<file path="src/hdl/cfsa_pkg.sv">
`default_nettype none

package cfsa_pkg;

  // Default sizing
  localparam int DEPTH_DEF        = 16;
  localparam int PAYLOAD_BITS_DEF = 32;

  // Field widths
  localparam int FUNC_W  = 2;
  localparam int TIME_W  = 32;
  localparam int RPM_W   = 16;
  localparam int OTHER_W = 32;
  localparam int AVG_W   = 24;
  localparam int FILL_W  = 5;
  localparam int FRAC_W  = 8;

  // Operation codes
  typedef enum logic [FUNC_W-1:0] {
    FUNC_ENQ    = 2'd0,
    FUNC_DEQ    = 2'd1,
    FUNC_SEARCH = 2'd2,
    FUNC_AVG    = 2'd3
  } func_t;

  // Controller states
  typedef enum logic [2:0] {
    ST_IDLE,
    ST_DECODE,
    ST_FILL,
    ST_SCAN,
    ST_DIV_LOAD,
    ST_DIV,
    ST_DONE
  } state_t;

  // Controller to datapath commands
  typedef struct packed {
    logic latch;       // capture the request
    logic enq;         // write record, bump write pointer and count
    logic scan_start;  // scan index <- read pointer, clear sum
    logic adv;         // advance scan index
    logic acc;         // add read rpm, one entry fewer left
    logic take_rec;    // keep the read record as result, ok
    logic pop;         // drop the oldest entry
    logic div_load;    // start the divider
    logic div_step;    // one quotient bit
    logic set_ok;      // mark the request successful
    logic load_out;    // move result into the output register
  } cmd_t;

  // Datapath to controller status
  typedef struct packed {
    func_t func;
    logic  empty;
    logic  full;
    logic  match;
    logic  last;
    logic  div_last;
    logic  out_busy;
  } status_t;

endpackage

`default_nettype wire

</file>
<file path="src/hdl/cfsa_if.sv">
`default_nettype none

// Request channel
interface cfsa_in_if;
  logic                       valid;
  logic                       ready;
  logic [cfsa_pkg::FUNC_W-1:0]  func;
  logic [cfsa_pkg::TIME_W-1:0]  in_time;
  logic [cfsa_pkg::RPM_W-1:0]   in_rpm;
  logic [cfsa_pkg::OTHER_W-1:0] in_other;

  modport source (output valid, func, in_time, in_rpm, in_other, input ready);
  modport sink   (input valid, func, in_time, in_rpm, in_other, output ready);
endinterface

// Result channel
interface cfsa_out_if;
  logic                         valid;
  logic                         ready;
  logic                         ok;
  logic [cfsa_pkg::TIME_W-1:0]  out_time;
  logic [cfsa_pkg::RPM_W-1:0]   out_rpm;
  logic [cfsa_pkg::OTHER_W-1:0] out_other;
  logic [cfsa_pkg::AVG_W-1:0]   avg_rpm;
  logic [cfsa_pkg::FILL_W-1:0]  fill_count;

  modport source (output valid, ok, out_time, out_rpm, out_other, avg_rpm, fill_count,
                  input ready);
  modport sink   (input valid, ok, out_time, out_rpm, out_other, avg_rpm, fill_count,
                  output ready);
endinterface

`default_nettype wire

</file>
<file path="src/hdl/circular_fifo_search_average.sv">
// Each request is decoded; for dequeue, search and average the record RAM is then
// walked from the read pointer, one entry per cycle through its read port, with
// search stopping at the first match. An average then runs a serial divider that
// yields 24+log2(DEPTH) quotient bits, one per cycle. On an empty FIFO the walk
// is skipped. One request in flight; a result may wait for out_ch.ready.
// rst_n (synchronous) empties the FIFO and clears pointers; RAM contents are kept.
`default_nettype none

module circular_fifo_search_average #(
  parameter int DEPTH        = cfsa_pkg::DEPTH_DEF,
  parameter int PAYLOAD_BITS = cfsa_pkg::PAYLOAD_BITS_DEF
) (
  input  logic         clk,
  input  logic         rst_n,
  cfsa_in_if.sink      in_ch,
  cfsa_out_if.source   out_ch
);

  cfsa_pkg::cmd_t    cmd;
  cfsa_pkg::status_t sts;

  cfsa_ctrl u_cfsa_ctrl (
    .clk      (clk),
    .rst_n    (rst_n),
    .in_valid (in_ch.valid),
    .in_ready (in_ch.ready),
    .sts      (sts),
    .cmd      (cmd)
  );

  cfsa_datapath #(
    .DEPTH        (DEPTH),
    .PAYLOAD_BITS (PAYLOAD_BITS)
  ) u_cfsa_datapath (
    .clk       (clk),
    .rst_n     (rst_n),
    .cmd       (cmd),
    .sts       (sts),
    .in_func   (in_ch.func),
    .in_time   (in_ch.in_time),
    .in_rpm    (in_ch.in_rpm),
    .in_other  (in_ch.in_other),
    .out_valid (out_ch.valid),
    .out_ready (out_ch.ready),
    .out_ok    (out_ch.ok),
    .out_time  (out_ch.out_time),
    .out_rpm   (out_ch.out_rpm),
    .out_other (out_ch.out_other),
    .out_avg   (out_ch.avg_rpm),
    .out_fill  (out_ch.fill_count)
  );

endmodule

`default_nettype wire

</file>
<file path="src/hdl/cfsa_ram.sv">
`default_nettype none

// Simple dual-port RAM, one write and one registered read per cycle.
module cfsa_ram #(
  parameter int WIDTH = cfsa_pkg::TIME_W,
  parameter int DEPTH = cfsa_pkg::DEPTH_DEF,
  localparam int AW   = $clog2(DEPTH)
) (
  input  logic             clk,
  input  logic             wr_en,
  input  logic [AW-1:0]    wr_addr,
  input  logic [WIDTH-1:0] wr_data,
  input  logic [AW-1:0]    rd_addr,
  output logic [WIDTH-1:0] rd_data
);

  logic [WIDTH-1:0] mem [DEPTH];
  logic [WIDTH-1:0] rd_data_r;

  always_ff @(posedge clk) begin
    if (wr_en) begin
      mem[wr_addr] <= wr_data;
    end
    rd_data_r <= mem[rd_addr];
  end

  assign rd_data = rd_data_r;

endmodule

`default_nettype wire

</file>
<file path="src/hdl/cfsa_ctrl.sv">
`default_nettype none

// Request sequencer: decodes the operation and steps the datapath.
module cfsa_ctrl (
  input  logic              clk,
  input  logic              rst_n,
  input  logic              in_valid,
  output logic              in_ready,
  input  cfsa_pkg::status_t sts,
  output cfsa_pkg::cmd_t    cmd
);

  cfsa_pkg::state_t state_r;
  cfsa_pkg::state_t state_nxt;

  // State register
  always_ff @(posedge clk) begin
    if (!rst_n) begin
      state_r <= cfsa_pkg::ST_IDLE;
    end else begin
      state_r <= state_nxt;
    end
  end

  // Next state and commands
  always_comb begin
    state_nxt = state_r;
    cmd       = '0;
    in_ready  = 1'b0;
    case (state_r)
      cfsa_pkg::ST_IDLE: begin
        // no request taken while reset is held
        in_ready = rst_n;
        if (in_valid && rst_n) begin
          cmd.latch = 1'b1;
          state_nxt = cfsa_pkg::ST_DECODE;
        end
      end
      cfsa_pkg::ST_DECODE: begin
        if (sts.func == cfsa_pkg::FUNC_ENQ) begin
          cmd.enq   = !sts.full;
          state_nxt = cfsa_pkg::ST_DONE;
        end else if (sts.empty) begin
          state_nxt = cfsa_pkg::ST_DONE;
        end else begin
          cmd.scan_start = 1'b1;
          state_nxt      = cfsa_pkg::ST_FILL;
        end
      end
      // first read is in flight
      cfsa_pkg::ST_FILL: begin
        cmd.adv   = 1'b1;
        state_nxt = cfsa_pkg::ST_SCAN;
      end
      cfsa_pkg::ST_SCAN: begin
        case (sts.func)
          cfsa_pkg::FUNC_DEQ: begin
            cmd.take_rec = 1'b1;
            cmd.pop      = 1'b1;
            state_nxt    = cfsa_pkg::ST_DONE;
          end
          cfsa_pkg::FUNC_SEARCH: begin
            if (sts.match) begin
              cmd.take_rec = 1'b1;
              state_nxt    = cfsa_pkg::ST_DONE;
            end else if (sts.last) begin
              state_nxt = cfsa_pkg::ST_DONE;
            end else begin
              cmd.acc = 1'b1;
              cmd.adv = 1'b1;
            end
          end
          cfsa_pkg::FUNC_AVG: begin
            cmd.acc = 1'b1;
            cmd.adv = 1'b1;
            if (sts.last) begin
              state_nxt = cfsa_pkg::ST_DIV_LOAD;
            end
          end
          default: begin
            state_nxt = cfsa_pkg::ST_DONE;
          end
        endcase
      end
      cfsa_pkg::ST_DIV_LOAD: begin
        cmd.div_load = 1'b1;
        state_nxt    = cfsa_pkg::ST_DIV;
      end
      cfsa_pkg::ST_DIV: begin
        cmd.div_step = 1'b1;
        if (sts.div_last) begin
          cmd.set_ok = 1'b1;
          state_nxt  = cfsa_pkg::ST_DONE;
        end
      end
      cfsa_pkg::ST_DONE: begin
        if (!sts.out_busy) begin
          cmd.load_out = 1'b1;
          state_nxt    = cfsa_pkg::ST_IDLE;
        end
      end
      default: begin
        state_nxt = cfsa_pkg::ST_IDLE;
      end
    endcase
  end

endmodule

`default_nettype wire

</file>
<file path="src/hdl/cfsa_datapath.sv">
`default_nettype none

// Pointers, record store, scan/sum unit, serial divider and output register.
module cfsa_datapath #(
  parameter int DEPTH        = cfsa_pkg::DEPTH_DEF,
  parameter int PAYLOAD_BITS = cfsa_pkg::PAYLOAD_BITS_DEF
) (
  input  logic                         clk,
  input  logic                         rst_n,
  input  cfsa_pkg::cmd_t               cmd,
  output cfsa_pkg::status_t            sts,
  // request payload
  input  logic [cfsa_pkg::FUNC_W-1:0]  in_func,
  input  logic [cfsa_pkg::TIME_W-1:0]  in_time,
  input  logic [cfsa_pkg::RPM_W-1:0]   in_rpm,
  input  logic [cfsa_pkg::OTHER_W-1:0] in_other,
  // result side
  output logic                         out_valid,
  input  logic                         out_ready,
  output logic                         out_ok,
  output logic [cfsa_pkg::TIME_W-1:0]  out_time,
  output logic [cfsa_pkg::RPM_W-1:0]   out_rpm,
  output logic [cfsa_pkg::OTHER_W-1:0] out_other,
  output logic [cfsa_pkg::AVG_W-1:0]   out_avg,
  output logic [cfsa_pkg::FILL_W-1:0]  out_fill
);

  localparam int TIME_W = cfsa_pkg::TIME_W;
  localparam int RPM_W  = cfsa_pkg::RPM_W;
  localparam int PTR_W  = $clog2(DEPTH);
  localparam int CNT_W  = $clog2(DEPTH + 1);
  localparam int SUM_W  = RPM_W + PTR_W;
  localparam int DIV_W  = SUM_W + cfsa_pkg::FRAC_W;
  localparam int DCNT_W = $clog2(DIV_W + 1);
  localparam int REC_W  = TIME_W + RPM_W + PAYLOAD_BITS;
  localparam int OX_W   = (PAYLOAD_BITS > cfsa_pkg::OTHER_W) ? PAYLOAD_BITS
                                                             : cfsa_pkg::OTHER_W;
  localparam logic [PTR_W-1:0]  PTR_LAST = PTR_W'(DEPTH - 1);
  localparam logic [CNT_W-1:0]  CNT_FULL = CNT_W'(DEPTH);
  localparam logic [DCNT_W-1:0] DIV_STEPS = DCNT_W'(DIV_W);

  // request capture
  cfsa_pkg::func_t           func_r;
  logic [TIME_W-1:0]         key_r;
  logic [RPM_W-1:0]          rpm_r;
  logic [PAYLOAD_BITS-1:0]   other_r;
  logic [OX_W-1:0]           other_in_ext;

  // FIFO control
  logic [PTR_W-1:0]          rd_ptr_r;
  logic [PTR_W-1:0]          wr_ptr_r;
  logic [CNT_W-1:0]          cnt_r;

  // scan and sum
  logic [PTR_W-1:0]          scan_idx_r;
  logic [CNT_W-1:0]          left_r;
  logic [SUM_W-1:0]          sum_r;

  // divider
  logic [CNT_W-1:0]          rem_r;
  logic [CNT_W-1:0]          rem_nxt;
  logic [DIV_W-1:0]          dvd_r;
  logic [DIV_W-1:0]          dvd_nxt;
  logic [DCNT_W-1:0]         dcnt_r;
  logic [CNT_W:0]            trial;
  logic                      trial_ge;

  // result being built
  logic                      ok_r;
  logic [TIME_W-1:0]         rec_time_r;
  logic [RPM_W-1:0]          rec_rpm_r;
  logic [PAYLOAD_BITS-1:0]   rec_other_r;
  logic [OX_W-1:0]           rec_other_ext;

  // output register
  logic                           out_valid_r;
  logic                           o_ok_r;
  logic [TIME_W-1:0]              o_time_r;
  logic [RPM_W-1:0]               o_rpm_r;
  logic [cfsa_pkg::OTHER_W-1:0]   o_other_r;
  logic [cfsa_pkg::AVG_W-1:0]     o_avg_r;
  logic [cfsa_pkg::FILL_W-1:0]    o_fill_r;

  // RAM ports
  logic [REC_W-1:0]          wr_data;
  logic [REC_W-1:0]          rd_data;
  logic [TIME_W-1:0]         rd_time;
  logic [RPM_W-1:0]          rd_rpm;
  logic [PAYLOAD_BITS-1:0]   rd_other;

  function automatic logic [PTR_W-1:0] wrap_inc(input logic [PTR_W-1:0] p);
    return (p == PTR_LAST) ? '0 : p + 1'b1;
  endfunction

  // Record store
  assign other_in_ext = OX_W'(in_other);
  assign wr_data      = {key_r, rpm_r, other_r};

  cfsa_ram #(
    .WIDTH (REC_W),
    .DEPTH (DEPTH)
  ) u_cfsa_ram (
    .clk     (clk),
    .wr_en   (cmd.enq),
    .wr_addr (wr_ptr_r),
    .wr_data (wr_data),
    .rd_addr (scan_idx_r),
    .rd_data (rd_data)
  );

  assign {rd_time, rd_rpm, rd_other} = rd_data;

  // Request capture
  always_ff @(posedge clk) begin
    if (cmd.latch) begin
      func_r  <= cfsa_pkg::func_t'(in_func);
      key_r   <= in_time;
      rpm_r   <= in_rpm;
      other_r <= other_in_ext[PAYLOAD_BITS-1:0];
    end
  end

  // Pointers and fill count
  always_ff @(posedge clk) begin
    if (!rst_n) begin
      rd_ptr_r <= '0;
      wr_ptr_r <= '0;
      cnt_r    <= '0;
    end else begin
      if (cmd.enq) begin
        wr_ptr_r <= wrap_inc(wr_ptr_r);
        cnt_r    <= cnt_r + 1'b1;
      end else if (cmd.pop) begin
        rd_ptr_r <= wrap_inc(rd_ptr_r);
        cnt_r    <= cnt_r - 1'b1;
      end
    end
  end

  // Scan walk over stored entries, oldest first
  always_ff @(posedge clk) begin
    if (cmd.scan_start) begin
      scan_idx_r <= rd_ptr_r;
      left_r     <= cnt_r;
      sum_r      <= '0;
    end else begin
      if (cmd.adv) begin
        scan_idx_r <= wrap_inc(scan_idx_r);
      end
      if (cmd.acc) begin
        sum_r  <= sum_r + SUM_W'(rd_rpm);
        left_r <= left_r - 1'b1;
      end
    end
  end

  // Restoring divider, one quotient bit per step; quotient ends up in dvd_r
  assign trial    = {rem_r, dvd_r[DIV_W-1]};
  assign trial_ge = trial >= {1'b0, cnt_r};
  assign rem_nxt  = trial_ge ? CNT_W'(trial - {1'b0, cnt_r}) : CNT_W'(trial);
  assign dvd_nxt  = {dvd_r[DIV_W-2:0], trial_ge};

  always_ff @(posedge clk) begin
    if (cmd.latch) begin
      dvd_r <= '0;
    end else if (cmd.div_load) begin
      dvd_r  <= {sum_r, {cfsa_pkg::FRAC_W{1'b0}}};
      rem_r  <= '0;
      dcnt_r <= DIV_STEPS;
    end else if (cmd.div_step) begin
      dvd_r  <= dvd_nxt;
      rem_r  <= rem_nxt;
      dcnt_r <= dcnt_r - 1'b1;
    end
  end

  // Result record
  always_ff @(posedge clk) begin
    if (cmd.latch) begin
      ok_r        <= 1'b0;
      rec_time_r  <= '0;
      rec_rpm_r   <= '0;
      rec_other_r <= '0;
    end else begin
      if (cmd.take_rec) begin
        rec_time_r  <= rd_time;
        rec_rpm_r   <= rd_rpm;
        rec_other_r <= rd_other;
      end
      if (cmd.take_rec || cmd.enq || cmd.set_ok) begin
        ok_r <= 1'b1;
      end
    end
  end

  assign rec_other_ext = OX_W'(rec_other_r);

  // Output register
  always_ff @(posedge clk) begin
    if (!rst_n) begin
      out_valid_r <= 1'b0;
    end else if (cmd.load_out) begin
      out_valid_r <= 1'b1;
    end else if (out_ready) begin
      out_valid_r <= 1'b0;
    end
  end

  always_ff @(posedge clk) begin
    if (cmd.load_out) begin
      o_ok_r    <= ok_r;
      o_time_r  <= rec_time_r;
      o_rpm_r   <= rec_rpm_r;
      o_other_r <= rec_other_ext[cfsa_pkg::OTHER_W-1:0];
      o_avg_r   <= dvd_r[cfsa_pkg::AVG_W-1:0];
      o_fill_r  <= cfsa_pkg::FILL_W'(cnt_r);
    end
  end

  assign out_valid = out_valid_r;
  assign out_ok    = o_ok_r;
  assign out_time  = o_time_r;
  assign out_rpm   = o_rpm_r;
  assign out_other = o_other_r;
  assign out_avg   = o_avg_r;
  assign out_fill  = o_fill_r;

  // Status to the sequencer
  assign sts.func     = func_r;
  assign sts.empty    = (cnt_r == '0);
  assign sts.full     = (cnt_r == CNT_FULL);
  assign sts.match    = (rd_time == key_r);
  assign sts.last     = (left_r == CNT_W'(1));
  assign sts.div_last = (dcnt_r == DCNT_W'(1));
  assign sts.out_busy = out_valid_r & ~out_ready;

endmodule

`default_nettype wire

</file>
<file path="src/flat_wrapper.sv">
// flat-port wrapper written by rule: the top's interface ports become plain ports
module circular_fifo_search_average_flat 
#(
  parameter int DEPTH        = cfsa_pkg::DEPTH_DEF,
  parameter int PAYLOAD_BITS = cfsa_pkg::PAYLOAD_BITS_DEF
)
  (clk, rst_n, in_ch_valid, in_ch_func, in_ch_in_time, in_ch_in_rpm, in_ch_in_other, in_ch_ready, out_ch_valid, out_ch_ok, out_ch_out_time, out_ch_out_rpm, out_ch_out_other, out_ch_avg_rpm, out_ch_fill_count, out_ch_ready);
  cfsa_in_if in_ch_i ();
  cfsa_out_if out_ch_i ();
  input  logic clk;
  input  logic rst_n;
  input wire logic [$bits(in_ch_i.valid)-1:0] in_ch_valid;
  input wire logic [$bits(in_ch_i.func)-1:0] in_ch_func;
  input wire logic [$bits(in_ch_i.in_time)-1:0] in_ch_in_time;
  input wire logic [$bits(in_ch_i.in_rpm)-1:0] in_ch_in_rpm;
  input wire logic [$bits(in_ch_i.in_other)-1:0] in_ch_in_other;
  output wire logic [$bits(in_ch_i.ready)-1:0] in_ch_ready;
  output wire logic [$bits(out_ch_i.valid)-1:0] out_ch_valid;
  output wire logic [$bits(out_ch_i.ok)-1:0] out_ch_ok;
  output wire logic [$bits(out_ch_i.out_time)-1:0] out_ch_out_time;
  output wire logic [$bits(out_ch_i.out_rpm)-1:0] out_ch_out_rpm;
  output wire logic [$bits(out_ch_i.out_other)-1:0] out_ch_out_other;
  output wire logic [$bits(out_ch_i.avg_rpm)-1:0] out_ch_avg_rpm;
  output wire logic [$bits(out_ch_i.fill_count)-1:0] out_ch_fill_count;
  input wire logic [$bits(out_ch_i.ready)-1:0] out_ch_ready;
  assign in_ch_i.valid = in_ch_valid;
  assign in_ch_i.func = in_ch_func;
  assign in_ch_i.in_time = in_ch_in_time;
  assign in_ch_i.in_rpm = in_ch_in_rpm;
  assign in_ch_i.in_other = in_ch_in_other;
  assign in_ch_ready = in_ch_i.ready;
  assign out_ch_valid = out_ch_i.valid;
  assign out_ch_ok = out_ch_i.ok;
  assign out_ch_out_time = out_ch_i.out_time;
  assign out_ch_out_rpm = out_ch_i.out_rpm;
  assign out_ch_out_other = out_ch_i.out_other;
  assign out_ch_avg_rpm = out_ch_i.avg_rpm;
  assign out_ch_fill_count = out_ch_i.fill_count;
  assign out_ch_i.ready = out_ch_ready;
  circular_fifo_search_average #(.DEPTH(DEPTH), .PAYLOAD_BITS(PAYLOAD_BITS)) u_core (.clk(clk), .rst_n(rst_n), .in_ch(in_ch_i), .out_ch(out_ch_i));
endmodule
</file>
<file path="config.mk">
export PLATFORM = sky130hd
export DESIGN_NAME = circular_fifo_search_average_flat
export DESIGN_NICKNAME = d
export VERILOG_FILES = /design/src/hdl/cfsa_pkg.sv /design/src/hdl/cfsa_if.sv /design/src/hdl/circular_fifo_search_average.sv /design/src/hdl/cfsa_ram.sv /design/src/hdl/cfsa_ctrl.sv /design/src/hdl/cfsa_datapath.sv /design/src/flat_wrapper.sv
export SDC_FILE = /design/constraint.sdc
export NUM_CORES = 2
export LEC_CHECK = 0
export BUFFER_PORTS_ARGS = -buffer_cell sky130_fd_sc_hd__buf_4
export CORE_ASPECT_RATIO = 1.1
export CORE_UTILIZATION = 25
export CTS_CLUSTER_SIZE = 30
export DETAILED_ROUTE_END_ITERATION = 12
export SYNTH_ARGS = -nofsm -noshare
export SYNTH_HDL_FRONTEND = slang
export SYNTH_HIERARCHICAL = 1
export SYNTH_SLANG_ARGS = --single-unit
</file>
<file path="constraint.sdc">
create_clock -name clk -period 10.9 [get_ports clk]
set_input_delay 2.18 -clock clk [delete_from_list [all_inputs] [get_ports clk]]
set_output_delay 2.18 -clock clk [all_outputs]
set_load 0.02 [all_outputs]
</file>
## After elaboration in Yosys (flattened, before gate mapping)

Memories as Yosys holds them, arrays and structs flattened. A register that Yosys moved wholly into a read port is not among the register bits.
Index checks and enable logic that the tools add are counted.

| cells by class | value |
|---|---|
| bitwise logic cells | 4 |
| reductions and logical operators | 16 |
| muxes and demuxes | 48 |
| order comparisons | 1 |
| add/sub/neg operators | 9 |
| equality and inequality tests | 21 |

Operators with widths:

| cell | count |
|---|---|
| 28-bit two-way mux | 2 |
| 5-bit two-way mux | 7 |
| 32-bit == test | 1 |
| 3-bit two-way mux | 9 |
| 3-bit case mux with 7 select lines | 1 |
| 20-bit by 16-bit adder with 20-bit output | 1 |
| 4-bit two-way mux | 5 |
| 1-bit two-way mux | 16 |
| 5-bit by 1-bit subtractor with 5-bit output, second input constant | 3 |
| 4-bit by 1-bit adder with 4-bit output, second input constant | 3 |
| 4-bit == test, second input constant | 3 |
| 5-bit by 1-bit == test with 1-bit output, second input constant | 2 |
| 2-bit nonzero test | 5 |
| 3-bit == test, second input constant | 3 |
| 2-bit two-way mux | 4 |
| 3-bit by 2-bit == test with 1-bit output, second input constant | 2 |
| 6-bit by 5-bit >= comparator with 1-bit output | 1 |
| 3-bit case mux with 2 select lines | 1 |
| 5-bit by 1-bit adder with 5-bit output, second input constant | 1 |
| 5-bit == test, second input constant | 1 |
| 5-bit zero test | 1 |
| 5-bit AND reduction | 1 |
| 5-bit subtractor | 1 |
| 2-bit == test, second input constant | 2 |
| other kinds (17) | 23 |

| word-level totals | value |
|---|---|
| output and inout bits | 112 |
| bits in writable memories | 1,280 |
| register bits | 357 |
| word-level logic and storage cells | 126 |
| memories | 1 |

Memory list:

| name | depth | width | read ports | clocked after Yosys merged registers in | write ports | line | RTL |
|---|---|---|---|---|---|---|---|
| u_core.u_cfsa_datapath.u_cfsa_ram.mem | 16 | 80 | 1 | 1 | 1 | cfsa_ram.sv:17 | `logic [WIDTH-1:0] mem [DEPTH];` |

## Depth between registers and ports, before layout

| depth | value |
|---|---|
| depth in word-level cells | 7 |
| mapped depth | 13 |
| mapped depth without buffers | 12 |

## Cells and area by module

Netlist, hierarchy kept.

By module, submodules not included:

| module | area each (µm²) | instances | cells each |
|---|---|---|---|
| cfsa_ram | 49,422.4 | 1 | 2,054 |
| cfsa_datapath | 13,496.7 | 1 | 1,015 |
| cfsa_ctrl | 417.9 | 1 | 55 |

## Worst setup path before layout

OpenSTA, ideal clock, no wires.

| timing path | value |
|---|---|
| path type | input to register |
| start | input out_ch_ready |
| end | register u_core.u_cfsa_datapath.o_avg_r, in the netlist u_core/u_cfsa_datapath/out_avg[0], enable pin |
| path slack | 0.433 ns |
| setup time | 0.717 ns |
| stages | 2 |
| arrival time | 9.750 ns |
| path through | nor2b_1 -> nor3_1 |

RTL lines:

| item | line | RTL |
|---|---|---|
| start: declaration | flat_wrapper.sv:25 | `input wire logic [$bits(out_ch_i.ready)-1:0] out_ch_ready;` |
| end signal: assignment | cfsa_datapath.sv:215 | `o_avg_r <= dvd_r[cfsa_pkg::AVG_W-1:0];` |
| end: declaration | cfsa_datapath.sv:81 | `logic [cfsa_pkg::AVG_W-1:0] o_avg_r;` |

## Worst setup path in the final report

| timing path | value |
|---|---|
| start | input rst_n |
| end | output in_ch_ready |

| between the ends | value |
|---|---|
| word-level cells in the longest chain between the ends | 1 |

Ends and longest elaborated chain:

| item | line | RTL |
|---|---|---|
| start: declaration | flat_wrapper.sv:11 | `input logic rst_n;` |
| 1-bit two-way mux | cfsa_ctrl.sv:30 | `case (state_r)` |
| end: declaration | flat_wrapper.sv:17 | `output wire logic [$bits(in_ch_i.ready)-1:0] in_ch_ready;` |

Every way passes these cells.

==> impl_results.md <==
- Status: finished, final reports clean
- P_leak: 23.7 nW
- Area grow syn2layout: 17.4%
- Total iterations of the first detailed-routing run: 6
- Place WS: 5.85 ns
- Core ar.: 252000 sq um
- Final Hold Fails: 0
- Period utilisation layout: 0.464
- Worst vdd ir: 0.119 mV
- Synth unique cells: 66
- Seq/Total Area, Yosys: 0.778
- CP top delay family: buffers and inverters
- Final worst setup slack: 5.84 ns
- Switching power of the nets: 3.82 mW
- CTS root buffer: clkbuf_16
- Crit-path cells: buf_4, inv_1, nor4_1, buf_4
- CP Launch Type: input pin
- Final Non-Filler Cells: 6853
- CTS tree: done
- CTS Buf Count: 163
- Ys async rst share: 0
- Htree depth: 4
- IO Port Bufs: 197
- # clock sinks: 1717
- RSZ-0062 raised after global routing: false
- Final Setup Violations: 0
- Sequential cell area: 49300 sq um
- Flops & latches, synth: 1717
- Gp weighted congestion: 0.734
- Worst setup path category: input pin to output pin
- Part of the power in combinational logic: 0.116
- Placed instance area: 68900 sq um
- Pwr Density: 208 nW/um^2
- Total negative setup slack: 0 ns
- Worst-skew pair later-pin latency: 0.79 ns
- Residual DRC: 0
- Clock skew: 0.0330 ns
- Slowest-stage cell, CP: nor4_1
- Commonest non-fill, non-tap cells in the layout: edfxtp_1 (1491), mux4_2 (320), buf_4 (255)
- Worst Hold Class: flip-flop to flip-flop
- CP arrival: 2.88 ns
- Gr ovfl total: 0
- CTS max path bufs: 3
- Nets@finish: 3523
- Cells after synthesis: 3124
- Sw Share: 0.248
- Worst Path Required: 8.72 ns
- # Post-CTS Setup Buffers: 0
- Crit path top cell by count: buf_4
- Post-route ant nets: 0
- Max Clk Rate: 198 MHz
- GRT Total Usage: 0.121
- Die Ht: 530 um
- Worst-Margin Slew: 1.08 ns
- Via Count: 30622
- Post-synth EDFFs: 1491
- Post-DP HPWL: 86600 um
- Syn nets: 3248
- CP peak stage delay: 0.31 ns
- Most common cell after layout, fill and taps aside: edfxtp_1
- CP Buf/Inv Count: 3
- Chip Width: 482 um
- CTS hold repair buffers: 0
- Clk pwr share: 0.372
- Die footprint: 255000 sq um
- DP Cell Count: 6549
- Synthesized area per cell: 20.3 sq um
- First-pass GRT wire length: 222000 um
- Final core utilization: 0.295
- Initial antenna violation count: 5
- Area of the multi-input gates: 13300 sq um
- CTS resizes: 0
- Slew Viols, Final: 0
- Share of cells above drive strength 1: 0.244
- Reg clk slew, reported paths: 0.07 ns
- Sequential share of power: 0.512
- Fillers: 24496
- Cell Int Power: 11.6 mW
- Initial DRC count: 3043
- Post-synthesis cell area: 63300 sq um
- Synth Flop Type: edfxtp_1
- Largest net degree at the start of global routing: 134
- Worst slew margin: 0.281
- Crit end category: output pin
- Final Cell Area: 74300 sq um
- Yosys warning count: 6
- Vias per cell: 4.47
- Cell Rows: 193
- I/O Pins: 198
- Vias in the first global route: 30779
- Max Cap Violations: 0
- Wirelength per Cell: 22.7 um
- Wirelength, routed: 156000 um
- CP max FO: 4
- Min Tclk post-route: 5.06 ns
- Initial Util: 0.252
[registers in the layout (all words and copies together), names as in the netlist, 16 cells and up]
register	count
u_core/u_cfsa_datapath/key_r	32
u_core/u_cfsa_datapath/rec_rpm_r	16
u_core/u_cfsa_datapath/u_cfsa_ram/rd_data	80
u_core/u_cfsa_datapath/out_other	32
u_core/u_cfsa_datapath/dvd_r	28
u_core/u_cfsa_datapath/rpm_r	16
u_core/u_cfsa_datapath/other_r	32
u_core/u_cfsa_datapath/out_time	32
u_core/u_cfsa_datapath/out_rpm	16
u_core/u_cfsa_datapath/rec_time_r	32
u_core/u_cfsa_datapath/rec_other_ext	32
u_core/u_cfsa_datapath/out_avg	24
u_core/u_cfsa_datapath/sum_r	20
u_core/u_cfsa_datapath/u_cfsa_ram/mem	1280
[worst register-to-register path, delay by kind of cell, from the launching register on]
family                    cells  cell delay, ns
xor gates and xnor gates      1            0.26
buffers and inverters         1            0.27
DFF                           1            0.67
and+or+nand+nor               7            3.11
[per-stage QoR]
step | hold WS, ns | power [mW]
global route | 0.438 | 16.0
finish | 0.420 | 15.4
global placement | 0.413 | 9.84
floorplan | 0.408 | 9.19
CTS | 0.424 | 15.6
detailed placement | 0.417 | 9.86
[layout make-up]
type / instances / area share
antenna: 2 / 0.0000673
clock buffer: 241 / 0.0626
clock inverter: 61 / 0.0103
inverter: 28 / 0.00141
multi-input combinational: 1229 / 0.179
sequential: 1717 / 0.663
tap: 3315 / 0.0558
timing repair buffer: 260 / 0.0271
[cell usage after synthesis (19+ instances only)]
cell | number | area [sq um]
a22oi_1 | 160 | 1200
buf_6 | 19 | 214
o21ai_0 | 21 | 105
xor2_1 | 41 | 359
ha_1 | 35 | 438
mux2i_1 | 119 | 1190
nor2_1 | 185 | 694
mux4_2 | 320 | 7210
edfxtp_1 | 1491 | 44800
dfxtp_1 | 226 | 4520
buf_1 | 37 | 139
buf_2 | 28 | 140
clkbuf_1 | 61 | 229
a21oi_1 | 55 | 275
inv_1 | 26 | 97.6
nand2_1 | 132 | 495
[path summary, 6_finish.rpt]
kind / from / end / slack (ns) / depth (start not counted)
hold reg to reg: u_core/u_cfsa_datapath/rec_time_r[0] / u_core/u_cfsa_datapath/out_time[0] / 0.42 / 0
setup reg to reg: u_core/u_cfsa_datapath/key_r[5] / u_core/u_cfsa_datapath/left_r[0] / 6.29 / 9
setup / recovery: rst_n / in_ch_ready / 5.84 / 4
hold / removal: u_core/u_cfsa_datapath/rec_time_r[0] / u_core/u_cfsa_datapath/out_time[0] / 0.42 / 0
[per-layer routing]
metal  share of wire  vias to the layer above  track usage
li1                -                    13207            -
met1            0.44                    16257        0.165
met2            0.48                      959        0.196
met3           0.056                      199       0.0202
met4           0.024                        0       0.0341
met5               0                        -            0
[cell families after synthesis]
| family | synth area share |
|---|---|
| and+or+nand+nor | 0.0281 |
| adders and majority gates | 0.00786 |
| xor gates and xnor gates | 0.00802 |
| muxes | 0.133 |
| buffers and inverters | 0.0137 |
| DFF | 0.778 |
| AOI/OAI and AO/OA | 0.0311 |
[power by group through the flow]
stage	Sequential, mW	Combinational (mW)	Clock, mW
3_5_place_dp	8.04	1.82	0
5_1_grt	7.93	1.96	6.12
4_1_cts	7.90	1.83	5.88
3_3_place_gp	8.03	1.81	0
6_report	7.89	1.80	5.74
2_1_floorplan	7.84	1.34	0
No activity file was read; power rests on OpenSTA's default activity.
